`src/bffa_pkg.sv`:
```
// shared constants, types and codes of the bitmap first-fit block allocator
package bffa_pkg;

  localparam int NUM_BLOCKS = 256;
  localparam int MAX_PROCS  = 16;
  localparam int WORD_W     = 8;
  localparam int NUM_WORDS  = NUM_BLOCKS / WORD_W;

  localparam int BLK_W   = $clog2(NUM_BLOCKS);
  localparam int CNT_W   = $clog2(NUM_BLOCKS + 1);
  localparam int PROC_W  = $clog2(MAX_PROCS);
  localparam int LIMIT_W = PROC_W + 1;
  localparam int BIT_W   = $clog2(WORD_W);
  localparam int WIDX_W  = $clog2(NUM_WORDS);
  localparam int CTR_W   = 16;

  localparam logic [LIMIT_W-1:0] LIMIT_RESET = LIMIT_W'(MAX_PROCS);

  localparam logic CMD_ALLOC = 1'b0;
  localparam logic CMD_FREE  = 1'b1;

  localparam logic STATUS_DONE   = 1'b0;
  localparam logic STATUS_REJECT = 1'b1;

  typedef enum logic [2:0] {
    ST_IDLE,
    ST_CHECK,
    ST_SCAN,
    ST_SETUP,
    ST_MARK,
    ST_FINISH
  } bffa_state_t;

  typedef struct packed {
    logic load;
    logic scan_start;
    logic scan_step;
    logic mark_start;
    logic mark_step;
    logic emit;
    logic reject;
  } bffa_cmd_t;

  typedef struct packed {
    logic is_free;
    logic index_ok;
    logic need_zero;
    logic held_zero;
    logic hit;
    logic scan_last;
    logic mark_last;
    logic out_busy;
  } bffa_stat_t;

endpackage

```
`src/bffa_intf.sv`:
```
// channel interfaces: request, result and configuration write
interface bffa_req_if;
  logic                          valid;
  logic                          ready;
  logic                          command;
  logic [bffa_pkg::PROC_W-1:0]   process;
  logic [bffa_pkg::CNT_W-1:0]    blocks_needed;

  modport source (output valid, output command, output process, output blocks_needed,
                  input ready);
  modport sink (input valid, input command, input process, input blocks_needed,
                output ready);
endinterface

interface bffa_rsp_if;
  logic                          valid;
  logic                          ready;
  logic                          status;
  logic [bffa_pkg::BLK_W-1:0]    start_block;
  logic [bffa_pkg::CNT_W-1:0]    used_blocks;
  logic [bffa_pkg::CNT_W-1:0]    free_blocks;
  logic [bffa_pkg::CTR_W-1:0]    allocations_done;
  logic [bffa_pkg::CTR_W-1:0]    frees_done;

  modport source (output valid, output status, output start_block, output used_blocks,
                  output free_blocks, output allocations_done, output frees_done,
                  input ready);
  modport sink (input valid, input status, input start_block, input used_blocks,
                input free_blocks, input allocations_done, input frees_done,
                output ready);
endinterface

interface bffa_cfg_if;
  logic                          valid;
  logic                          ready;
  logic [bffa_pkg::LIMIT_W-1:0]  data;

  modport source (output valid, output data, input ready);
  modport sink (input valid, input data, output ready);
endinterface

```
`src/bffa_ctrl.sv`:
```
// controller state machine sequencing check, scan, mark and result
module bffa_ctrl (
  input  logic                 clk,
  input  logic                 rst_n,
  input  logic                 in_valid,
  output logic                 in_ready,
  input  bffa_pkg::bffa_stat_t stat,
  output bffa_pkg::bffa_cmd_t  cmd
);

  bffa_pkg::bffa_state_t state_r, state_nxt;
  logic                  rej_r, rej_nxt;

  always_ff @(posedge clk) begin
    if (!rst_n) begin
      state_r <= bffa_pkg::ST_IDLE;
      rej_r   <= 1'b0;
    end else begin
      state_r <= state_nxt;
      rej_r   <= rej_nxt;
    end
  end

  always_comb begin
    state_nxt = state_r;
    rej_nxt   = rej_r;
    unique case (state_r)
      bffa_pkg::ST_IDLE: begin
        if (in_valid) begin
          state_nxt = bffa_pkg::ST_CHECK;
          rej_nxt   = 1'b0;
        end
      end
      bffa_pkg::ST_CHECK: begin
        if (!stat.index_ok || (!stat.is_free && stat.need_zero) ||
            (stat.is_free && stat.held_zero)) begin
          state_nxt = bffa_pkg::ST_FINISH;
          rej_nxt   = 1'b1;
        end else if (stat.is_free) begin
          state_nxt = bffa_pkg::ST_SETUP;
        end else begin
          state_nxt = bffa_pkg::ST_SCAN;
        end
      end
      bffa_pkg::ST_SCAN: begin
        if (stat.hit) begin
          state_nxt = bffa_pkg::ST_SETUP;
        end else if (stat.scan_last) begin
          state_nxt = bffa_pkg::ST_FINISH;
          rej_nxt   = 1'b1;
        end
      end
      bffa_pkg::ST_SETUP: begin
        state_nxt = bffa_pkg::ST_MARK;
      end
      bffa_pkg::ST_MARK: begin
        if (stat.mark_last) begin
          state_nxt = bffa_pkg::ST_FINISH;
        end
      end
      bffa_pkg::ST_FINISH: begin
        if (!stat.out_busy) begin
          state_nxt = bffa_pkg::ST_IDLE;
        end
      end
      default: begin
        state_nxt = bffa_pkg::ST_IDLE;
      end
    endcase
  end

  always_comb begin
    cmd      = '0;
    in_ready = 1'b0;
    unique case (state_r)
      bffa_pkg::ST_IDLE: begin
        in_ready = 1'b1;
        cmd.load = in_valid;
      end
      bffa_pkg::ST_CHECK: begin
        cmd.scan_start = stat.index_ok && !stat.is_free && !stat.need_zero;
      end
      bffa_pkg::ST_SCAN: begin
        cmd.scan_step = 1'b1;
      end
      bffa_pkg::ST_SETUP: begin
        cmd.mark_start = 1'b1;
      end
      bffa_pkg::ST_MARK: begin
        cmd.mark_step = 1'b1;
      end
      bffa_pkg::ST_FINISH: begin
        cmd.emit   = !stat.out_busy;
        cmd.reject = rej_r;
      end
      default: begin
        cmd = '0;
      end
    endcase
  end

endmodule

```
`src/bffa_dp.sv`:
```
// datapath: block map, per-process records, run search, marking and result register
module bffa_dp (
  input  logic                          clk,
  input  logic                          rst_n,
  input  bffa_pkg::bffa_cmd_t           cmd,
  output bffa_pkg::bffa_stat_t          stat,
  input  logic                          in_command,
  input  logic [bffa_pkg::PROC_W-1:0]   in_process,
  input  logic [bffa_pkg::CNT_W-1:0]    in_blocks_needed,
  input  logic                          cfg_valid,
  input  logic [bffa_pkg::LIMIT_W-1:0]  cfg_data,
  input  logic                          out_ready,
  output logic                          out_valid,
  output logic                          out_status,
  output logic [bffa_pkg::BLK_W-1:0]    out_start_block,
  output logic [bffa_pkg::CNT_W-1:0]    out_used_blocks,
  output logic [bffa_pkg::CNT_W-1:0]    out_free_blocks,
  output logic [bffa_pkg::CTR_W-1:0]    out_allocations_done,
  output logic [bffa_pkg::CTR_W-1:0]    out_frees_done
);

  logic [bffa_pkg::WORD_W-1:0]  map_r      [bffa_pkg::NUM_WORDS];
  logic [bffa_pkg::CNT_W-1:0]   held_len_r [bffa_pkg::MAX_PROCS];
  logic [bffa_pkg::BLK_W-1:0]   held_st_r  [bffa_pkg::MAX_PROCS];

  logic [bffa_pkg::LIMIT_W-1:0] limit_r;
  logic                         cmd_r;
  logic [bffa_pkg::PROC_W-1:0]  proc_r;
  logic [bffa_pkg::CNT_W-1:0]   need_r;

  logic [bffa_pkg::WIDX_W-1:0]  scan_w_r;
  logic [bffa_pkg::CNT_W-1:0]   run_r;
  logic [bffa_pkg::BLK_W-1:0]   first_r;
  logic [bffa_pkg::BLK_W-1:0]   start_r;

  logic [bffa_pkg::BLK_W-1:0]   lo_r;
  logic [bffa_pkg::CNT_W-1:0]   hi_r;
  logic [bffa_pkg::WIDX_W-1:0]  cur_w_r;

  logic [bffa_pkg::CNT_W-1:0]   used_r;
  logic [bffa_pkg::CTR_W-1:0]   grants_r;
  logic [bffa_pkg::CTR_W-1:0]   releases_r;
  logic                         out_vld_r;

  logic [bffa_pkg::CNT_W-1:0]   held_len;
  logic [bffa_pkg::BLK_W-1:0]   held_st;
  logic [bffa_pkg::WORD_W-1:0]  map_word;
  logic [bffa_pkg::WIDX_W-1:0]  map_idx;

  logic [bffa_pkg::CNT_W-1:0]   run_nxt;
  logic [bffa_pkg::BLK_W-1:0]   first_nxt;
  logic [bffa_pkg::BLK_W-1:0]   hit_start;
  logic                         hit;

  logic [bffa_pkg::BLK_W-1:0]   mark_lo;
  logic [bffa_pkg::CNT_W-1:0]   mark_len;
  logic [bffa_pkg::WORD_W-1:0]  mask;

  logic [bffa_pkg::CNT_W-1:0]   used_nxt;
  logic [bffa_pkg::CTR_W-1:0]   grants_nxt;
  logic [bffa_pkg::CTR_W-1:0]   releases_nxt;

  assign held_len = held_len_r[proc_r];
  assign held_st  = held_st_r[proc_r];

  // one map word read per cycle: the scan word or the word being marked
  assign map_idx  = cmd.scan_step ? scan_w_r : cur_w_r;
  assign map_word = map_r[map_idx];

  // first-fit over one word, carrying the free run across word boundaries
  always_comb begin
    run_nxt   = run_r;
    first_nxt = first_r;
    hit       = 1'b0;
    hit_start = first_r;
    for (int j = 0; j < bffa_pkg::WORD_W; j++) begin
      if (!hit) begin
        if (!map_word[j]) begin
          if (run_nxt == '0) begin
            first_nxt = {scan_w_r, bffa_pkg::BIT_W'(j)};
          end
          run_nxt = run_nxt + bffa_pkg::CNT_W'(1);
          if (run_nxt >= need_r) begin
            hit       = 1'b1;
            hit_start = first_nxt;
          end
        end else begin
          run_nxt = '0;
        end
      end
    end
  end

  assign mark_lo  = (cmd_r == bffa_pkg::CMD_FREE) ? held_st  : start_r;
  assign mark_len = (cmd_r == bffa_pkg::CMD_FREE) ? held_len : need_r;

  always_comb begin
    for (int j = 0; j < bffa_pkg::WORD_W; j++) begin
      mask[j] = ({1'b0, cur_w_r, bffa_pkg::BIT_W'(j)} >= {1'b0, lo_r}) &&
                ({1'b0, cur_w_r, bffa_pkg::BIT_W'(j)} <= hi_r);
    end
  end

  always_comb begin
    used_nxt     = used_r;
    grants_nxt   = grants_r;
    releases_nxt = releases_r;
    if (!cmd.reject) begin
      if (cmd_r == bffa_pkg::CMD_FREE) begin
        used_nxt     = (used_r >= held_len) ? used_r - held_len : '0;
        releases_nxt = releases_r + bffa_pkg::CTR_W'(1);
      end else begin
        used_nxt   = used_r + need_r;
        grants_nxt = grants_r + bffa_pkg::CTR_W'(1);
      end
    end
  end

  always_ff @(posedge clk) begin
    if (!rst_n) begin
      limit_r    <= bffa_pkg::LIMIT_RESET;
      used_r     <= '0;
      grants_r   <= '0;
      releases_r <= '0;
      out_vld_r  <= 1'b0;
      for (int w = 0; w < bffa_pkg::NUM_WORDS; w++) begin
        map_r[w] <= '0;
      end
      for (int p = 0; p < bffa_pkg::MAX_PROCS; p++) begin
        held_len_r[p] <= '0;
        held_st_r[p]  <= '0;
      end
    end else begin
      if (cfg_valid) begin
        limit_r <= cfg_data;
      end
      if (out_vld_r && out_ready) begin
        out_vld_r <= 1'b0;
      end
      if (cmd.mark_step) begin
        map_r[cur_w_r] <= (cmd_r == bffa_pkg::CMD_FREE) ? (map_word & ~mask)
                                                        : (map_word | mask);
      end
      if (cmd.emit) begin
        out_vld_r  <= 1'b1;
        used_r     <= used_nxt;
        grants_r   <= grants_nxt;
        releases_r <= releases_nxt;
        if (!cmd.reject) begin
          if (cmd_r == bffa_pkg::CMD_FREE) begin
            held_len_r[proc_r] <= '0;
            held_st_r[proc_r]  <= '0;
          end else begin
            held_len_r[proc_r] <= need_r;
            held_st_r[proc_r]  <= start_r;
          end
        end
      end
    end
  end

  // payload registers
  always_ff @(posedge clk) begin
    if (cmd.load) begin
      cmd_r  <= in_command;
      proc_r <= in_process;
      need_r <= in_blocks_needed;
    end
    if (cmd.scan_start) begin
      scan_w_r <= '0;
      run_r    <= '0;
      first_r  <= '0;
    end else if (cmd.scan_step) begin
      scan_w_r <= scan_w_r + bffa_pkg::WIDX_W'(1);
      run_r    <= run_nxt;
      first_r  <= first_nxt;
      if (hit) begin
        start_r <= hit_start;
      end
    end
    if (cmd.mark_start) begin
      lo_r    <= mark_lo;
      hi_r    <= {1'b0, mark_lo} + mark_len - bffa_pkg::CNT_W'(1);
      cur_w_r <= mark_lo[bffa_pkg::BLK_W-1:bffa_pkg::BIT_W];
    end else if (cmd.mark_step) begin
      cur_w_r <= cur_w_r + bffa_pkg::WIDX_W'(1);
    end
    if (cmd.emit) begin
      out_status           <= cmd.reject ? bffa_pkg::STATUS_REJECT : bffa_pkg::STATUS_DONE;
      out_start_block      <= (cmd.reject || cmd_r == bffa_pkg::CMD_FREE) ? '0 : start_r;
      out_used_blocks      <= used_nxt;
      out_free_blocks      <= bffa_pkg::CNT_W'(bffa_pkg::NUM_BLOCKS) - used_nxt;
      out_allocations_done <= grants_nxt;
      out_frees_done       <= releases_nxt;
    end
  end

  assign out_valid = out_vld_r;

  assign stat.is_free   = (cmd_r == bffa_pkg::CMD_FREE);
  assign stat.index_ok  = ({1'b0, proc_r} < limit_r) && (32'(proc_r) < bffa_pkg::MAX_PROCS);
  assign stat.need_zero = (need_r == '0);
  assign stat.held_zero = (held_len == '0);
  assign stat.hit       = hit;
  assign stat.scan_last = (scan_w_r == bffa_pkg::WIDX_W'(bffa_pkg::NUM_WORDS - 1));
  assign stat.mark_last = (cur_w_r == hi_r[bffa_pkg::BLK_W-1:bffa_pkg::BIT_W]);
  assign stat.out_busy  = out_vld_r && !out_ready;

endmodule

```
`src/bitmap_first_fit_block_allocator.sv`:
```
// Sequence: accept, check, then for an allocate one map word (8 blocks) scanned per cycle
// up to the word that completes the run, setup, one word marked or cleared per cycle over
// the run, and a finish state that registers the result once the output is not stalled.
// Throughput: one transaction at a time, the next taken the cycle after the result is
// registered; the single map read port, one word per cycle, sets the scan and mark time.
// Reset (synchronous, active low) clears map, records and counters at once; limit = 16.
module bitmap_first_fit_block_allocator (
  input  logic       clk,
  input  logic       rst_n,
  bffa_req_if.sink   in_ch,
  bffa_rsp_if.source out_ch,
  bffa_cfg_if.sink   cfg_ch
);

  bffa_pkg::bffa_cmd_t  cmd;
  bffa_pkg::bffa_stat_t stat;
  logic                 in_ready;

  assign in_ch.ready  = in_ready;
  assign cfg_ch.ready = 1'b1;

  bffa_ctrl u_ctrl (
    .clk      (clk),
    .rst_n    (rst_n),
    .in_valid (in_ch.valid),
    .in_ready (in_ready),
    .stat     (stat),
    .cmd      (cmd)
  );

  bffa_dp u_dp (
    .clk                  (clk),
    .rst_n                (rst_n),
    .cmd                  (cmd),
    .stat                 (stat),
    .in_command           (in_ch.command),
    .in_process           (in_ch.process),
    .in_blocks_needed     (in_ch.blocks_needed),
    .cfg_valid            (cfg_ch.valid),
    .cfg_data             (cfg_ch.data),
    .out_ready            (out_ch.ready),
    .out_valid            (out_ch.valid),
    .out_status           (out_ch.status),
    .out_start_block      (out_ch.start_block),
    .out_used_blocks      (out_ch.used_blocks),
    .out_free_blocks      (out_ch.free_blocks),
    .out_allocations_done (out_ch.allocations_done),
    .out_frees_done       (out_ch.frees_done)
  );

  // used and free always account for every block
  a_blocks_balance: assert property (@(posedge clk) disable iff (!rst_n)
    out_ch.valid |-> (({1'b0, out_ch.used_blocks} + {1'b0, out_ch.free_blocks}) ==
                      (bffa_pkg::CNT_W + 1)'(bffa_pkg::NUM_BLOCKS)))
    else $error("used and free block counts do not add up");

  // a rejected transaction never reports a start block
  a_reject_start: assert property (@(posedge clk) disable iff (!rst_n)
    (out_ch.valid && out_ch.status == bffa_pkg::STATUS_REJECT) |->
      (out_ch.start_block == '0))
    else $error("rejected result carries a start block");

  // the controller issues at most one datapath command per cycle
  a_single_cmd: assert property (@(posedge clk) disable iff (!rst_n)
    $onehot0({cmd.load, cmd.scan_start, cmd.scan_step, cmd.mark_start, cmd.mark_step,
              cmd.emit}))
    else $error("overlapping datapath commands");

  // a new result is never loaded over one that is still waiting
  a_no_overwrite: assert property (@(posedge clk) disable iff (!rst_n)
    cmd.emit |-> !(out_ch.valid && !out_ch.ready))
    else $error("result register overwritten while stalled");

endmodule
```
`src/flat_wrapper.sv`:
```
// flat-port wrapper written by rule: the top's interface ports become plain ports
module bitmap_first_fit_block_allocator_flat 
  (clk, rst_n, in_ch_valid, in_ch_command, in_ch_process, in_ch_blocks_needed, in_ch_ready, out_ch_valid, out_ch_status, out_ch_start_block, out_ch_used_blocks, out_ch_free_blocks, out_ch_allocations_done, out_ch_frees_done, out_ch_ready, cfg_ch_valid, cfg_ch_data, cfg_ch_ready);
  bffa_req_if in_ch_i ();
  bffa_rsp_if out_ch_i ();
  bffa_cfg_if cfg_ch_i ();
  input  logic clk;
  input  logic rst_n;
  input wire logic [$bits(in_ch_i.valid)-1:0] in_ch_valid;
  input wire logic [$bits(in_ch_i.command)-1:0] in_ch_command;
  input wire logic [$bits(in_ch_i.process)-1:0] in_ch_process;
  input wire logic [$bits(in_ch_i.blocks_needed)-1:0] in_ch_blocks_needed;
  output wire logic [$bits(in_ch_i.ready)-1:0] in_ch_ready;
  output wire logic [$bits(out_ch_i.valid)-1:0] out_ch_valid;
  output wire logic [$bits(out_ch_i.status)-1:0] out_ch_status;
  output wire logic [$bits(out_ch_i.start_block)-1:0] out_ch_start_block;
  output wire logic [$bits(out_ch_i.used_blocks)-1:0] out_ch_used_blocks;
  output wire logic [$bits(out_ch_i.free_blocks)-1:0] out_ch_free_blocks;
  output wire logic [$bits(out_ch_i.allocations_done)-1:0] out_ch_allocations_done;
  output wire logic [$bits(out_ch_i.frees_done)-1:0] out_ch_frees_done;
  input wire logic [$bits(out_ch_i.ready)-1:0] out_ch_ready;
  input wire logic [$bits(cfg_ch_i.valid)-1:0] cfg_ch_valid;
  input wire logic [$bits(cfg_ch_i.data)-1:0] cfg_ch_data;
  output wire logic [$bits(cfg_ch_i.ready)-1:0] cfg_ch_ready;
  assign in_ch_i.valid = in_ch_valid;
  assign in_ch_i.command = in_ch_command;
  assign in_ch_i.process = in_ch_process;
  assign in_ch_i.blocks_needed = in_ch_blocks_needed;
  assign in_ch_ready = in_ch_i.ready;
  assign out_ch_valid = out_ch_i.valid;
  assign out_ch_status = out_ch_i.status;
  assign out_ch_start_block = out_ch_i.start_block;
  assign out_ch_used_blocks = out_ch_i.used_blocks;
  assign out_ch_free_blocks = out_ch_i.free_blocks;
  assign out_ch_allocations_done = out_ch_i.allocations_done;
  assign out_ch_frees_done = out_ch_i.frees_done;
  assign out_ch_i.ready = out_ch_ready;
  assign cfg_ch_i.valid = cfg_ch_valid;
  assign cfg_ch_i.data = cfg_ch_data;
  assign cfg_ch_ready = cfg_ch_i.ready;
  bitmap_first_fit_block_allocator u_core (.clk(clk), .rst_n(rst_n), .in_ch(in_ch_i), .out_ch(out_ch_i), .cfg_ch(cfg_ch_i));
endmodule
```
`config.mk`:
```
export PLATFORM = sky130hd
export DESIGN_NAME = bitmap_first_fit_block_allocator_flat
export DESIGN_NICKNAME = d
export VERILOG_FILES = /design/src/bffa_pkg.sv /design/src/bffa_intf.sv /design/src/bffa_ctrl.sv /design/src/bffa_dp.sv /design/src/bitmap_first_fit_block_allocator.sv /design/src/flat_wrapper.sv
export SDC_FILE = /design/constraint.sdc
export NUM_CORES = 2
export LEC_CHECK = 0
export BUFFER_PORTS_ARGS = -buffer_cell sky130_fd_sc_hd__buf_2
export CORE_MARGIN = 2
export CORE_UTILIZATION = 33
export CTS_CLUSTER_SIZE = 16
export DETAILED_ROUTE_END_ITERATION = 12
export GPL_ROUTABILITY_DRIVEN = 0
export PLACE_DENSITY = 0.45
export SLEW_MARGIN = 20
export SYNTH_ARGS = -nofsm -noshare
export SYNTH_HDL_FRONTEND = slang
export SYNTH_HIERARCHICAL = 1
export SYNTH_SLANG_ARGS = --single-unit
```
`constraint.sdc`:
```
create_clock -name clk -period 24.7 [get_ports clk]
set_input_delay 2.47 -clock clk [delete_from_list [all_inputs] [get_ports clk]]
set_output_delay 2.47 -clock clk [all_outputs]
set_load 0.01 [all_outputs]
```
==> results.sh <==
export IMPL_result_of_the_run="completed"
export IMPL_floorplan_die_area_um2=123000
export IMPL_setup_repair_after_global_routing_missed_its_margin="no"
export IMPL_postSynthCellCount=3563
export IMPL_report_final_hold_viol_count=0
export IMPL_number_of_inserted_filler_cells_in_the_final_layout=11600
export IMPL_clk_root_buffer_cell="clkbuf_16"
export IMPL_worst_slew_margin_rel_pct=22.6
export IMPL_finalWorstPathRequiredPeriod_ns=18.11
export IMPL_ys_warnings=6
export IMPL_yosysMostFrequentCell="nor2_1"
export IMPL_finalMaxSlewViolations=0
export IMPL_global_route_wire_length_before_repair_um=187000
export IMPL_layout_setup_ws_ns=6.59
export IMPL_cts_buffer_depth=3
export IMPL_final_setup_tns_ns=0
export IMPL_worst_min_delay_path_category="reg2reg"
export IMPL_synth_top_area_share_pct=47.9
export IMPL_timing_max_cap_violations=0
export IMPL_worst_setup_hold_path_clk_slew_ns=0.05
export IMPL_grt_overflow=0
export IMPL_netlist_top_cell_by_area="edfxtp_1"
export IMPL_route_detailed_vias_per_inst=5.36
export IMPL_clkSinkCount=707
export IMPL_mapped_area_um2=39500
export IMPL_synth_yosys_seq_area_share_pct=51.8
export IMPL_postSynth_asyncResetShare_pct=0
export IMPL_floorplan_die_height_um=350
export IMPL_critical_path_slowest_cell="nor2_1"
export IMPL_clock_insertion_delay_worst_skew_ns=0.67
export IMPL_cts_hold_fix_buffers=0
export IMPL_syn_num_nets=3734
export IMPL_post_synth_most_frequent_cells="689 x nor2_1, 630 x edfxtp_1, 281 x nand2_1"
export IMPL_worst_setup_path_start_kind="flip-flop"
export IMPL_multiInputGateArea_um2=17900
export IMPL_cp_arrival_ns=18.67
export IMPL_crit_path_max_incr_delay_ns=0.73
export IMPL_critical_path_required_time_ns=25.26
export IMPL_routed_via_count=28300
export IMPL_setup_viol=0
export IMPL_top_post_synthesis_cells_by_area="edfxtp_1 48%, mux4_2 7.2%, nor2_1 6.5%"
export IMPL_numCtsBuffers=85
export IMPL_synth_avg_cell_area_um2=11.1
export IMPL_most_common_cell_on_crit_path="ha_1"
export IMPL_synth_edf_count=630
export IMPL_transition_time_at_the_pin_with_the_least_slew_margin_ns=1.16
export IMPL_first_global_vias=28100
export IMPL_timing_worst_setup_path_type="reg2reg"
export IMPL_worst_path_max_fanout=58
export IMPL_place_hpwl_um=85200
export IMPL_achievable_frequency_mhz=55.2
export IMPL_io_pins=86
export IMPL_cts_resized=0
export IMPL_ys_seq_elements=707
export IMPL_starting_density_of_the_core_pct=33.4
export IMPL_antenna_violation_net_count_after_detailed_routing=0
export IMPL_tritoncts="done"
export IMPL_drtIter0Drc=2145
export IMPL_clock_skew_ns=0.0499
export IMPL_drive_above_1_share_pct=14.7
export IMPL_ys_types=114
export IMPL_count_of_input_and_output_buffers=84
export IMPL_dieWidth_um=350
export IMPL_antenna_violations_before_repair=2
export IMPL_min_period_over_period_pct=73.3
export IMPL_final_core_utilization_pct=37.6
export IMPL_htreeDepth=3
export IMPL_layout_area_overhead_pct=12.8
export IMPL_first_pass_detailed_route_iteration_total=5
export IMPL_cts_setup_buffers=0
export IMPL_antenna_cells_inserted=0
export IMPL_drc=0
export IMPL_grt_start_max_net_pins=61
export IMPL_fp_row_count=126
export IMPL_finalNetCount=3772
export IMPL_route_final_wire_length_um=125000
export IMPL_place_ws_ns=6.86
export IMPL_crit_path_end_kind="flip-flop"
export IMPL_regArea_um2=20500
export IMPL_synthFlopType="edfxtp_1"
export IMPL_grt_usage_pct=20.3
export IMPL_drt_wirelength_per_cell_um=23.7
export IMPL_design_core_area_um2=118000
==> cell type report <==
| type | instances | area share, % |
|---|---|---|
| clock inverter | 42 | 1.05 |
| tap | 1600 | 4.49 |
| sequential | 707 | 45.9 |
| multi-input combinational | 2526 | 40.1 |
| clock buffer | 115 | 5.20 |
| timing repair buffer | 161 | 2.25 |
| inverter | 120 | 1.01 |
==> layout by cell type (no fill, tap or decap), types with 33 or more instances in the layout <==
master	synthesis	layout
buf_4	8	78
clkbuf_16	0	85
nor3_1	55	52
nand2_1	281	281
o21ai_0	76	76
a21oi_1	131	130
o22ai_1	40	40
mux2_2	33	33
xnor2_1	92	92
mux4_2	126	126
nand3_1	59	59
nand2b_1	76	76
inv_1	120	120
ha_1	144	144
nor2_1	689	688
xor2_1	48	48
edfxtp_1	630	630
and2_1	61	61
buf_2	18	83
mux2i_1	78	76
nor2b_1	35	35
and3_1	42	42
dfxtp_1	77	75
==> worst max-delay path, delay by kind of cell (launching register included) <==
family / cells / cell delay, ns
buf+inv: 5 / 1.70
fa+ha+maj: 6 / 1.66
flops: 1 / 0.58
compound gates: 30 / 6.89
xor+xnor: 3 / 0.54
simple gates: 23 / 5.93
mux: 2 / 0.63
==> kinds of logic after synthesis <==
group / synth area share (%)
AO/OA/AOI/OAI: 9.79
XOR/XNOR: 3.10
adder cells (fa/ha/maj): 4.71
buffers and inverters: 3.38
flip-flops: 51.8
multiplexers: 10.4
other: 0.00949
AND/OR/NAND/NOR: 16.8
==> state kept, by name, indices dropped and copies added, names as in the netlist, 8 cells and up, named ones only <==
| register | flops |
|---|---|
| u_core/u_dp/map_r | 256 |
| u_core/u_dp/held_len_r | 144 |
| u_core/u_dp/held_st_r | 128 |
| u_core/u_dp/grants_r | 16 |
| u_core/u_dp/out_allocations_done | 16 |
| u_core/u_dp/out_frees_done | 16 |
| u_core/u_dp/releases_r | 16 |
| u_core/u_dp/hi_r | 9 |
| u_core/u_dp/need_r | 9 |
| u_core/u_dp/out_used_blocks | 9 |
| u_core/u_dp/run_r | 9 |
| u_core/u_dp/used_r | 9 |
| u_core/u_dp/first_r | 8 |
| u_core/u_dp/lo_r | 8 |
| u_core/u_dp/out_free_blocks | 8 |
| u_core/u_dp/out_start_block | 8 |
| u_core/u_dp/start_r | 8 |
==> per-stage QoR <==
step	hold slack, ns	cells	instance area, um2
2_1_floorplan	0.433	3563	39500
3_3_place_gp	0.458	5114	41800
3_5_place_dp	0.464	5114	41800
4_1_cts	0.478	5271	44600
5_1_grt	0.514	5271	44600
6_report	0.470	5271	44600
==> routing by layer <==
layer	vias to the layer above	wire [um]	track usage, %
li1	13100	-	-
met1	14200	58200	28.9
met2	752	58000	32.6
met3	174	5740	2.18
met4	2	2920	5.69
met5	-	11	0
==> final timing paths <==
check | from | end | slack (ns) | cells past startpoint
worst max-delay path | u_core/u_ctrl/state_r[1] | u_core/u_ctrl/rej_r | 6.59 | 69
worst min-delay path | u_core/u_dp/limit_r[4] | u_core/u_dp/limit_r[4] | 0.47 | 2
worst max register to register | u_core/u_ctrl/state_r[1] | u_core/u_ctrl/rej_r | 6.59 | 69
worst min register to register | u_core/u_dp/limit_r[4] | u_core/u_dp/limit_r[4] | 0.47 | 2
Power is not shown: default switching activity piles up to over one toggle a cycle in this logic, so the estimate is an artifact.
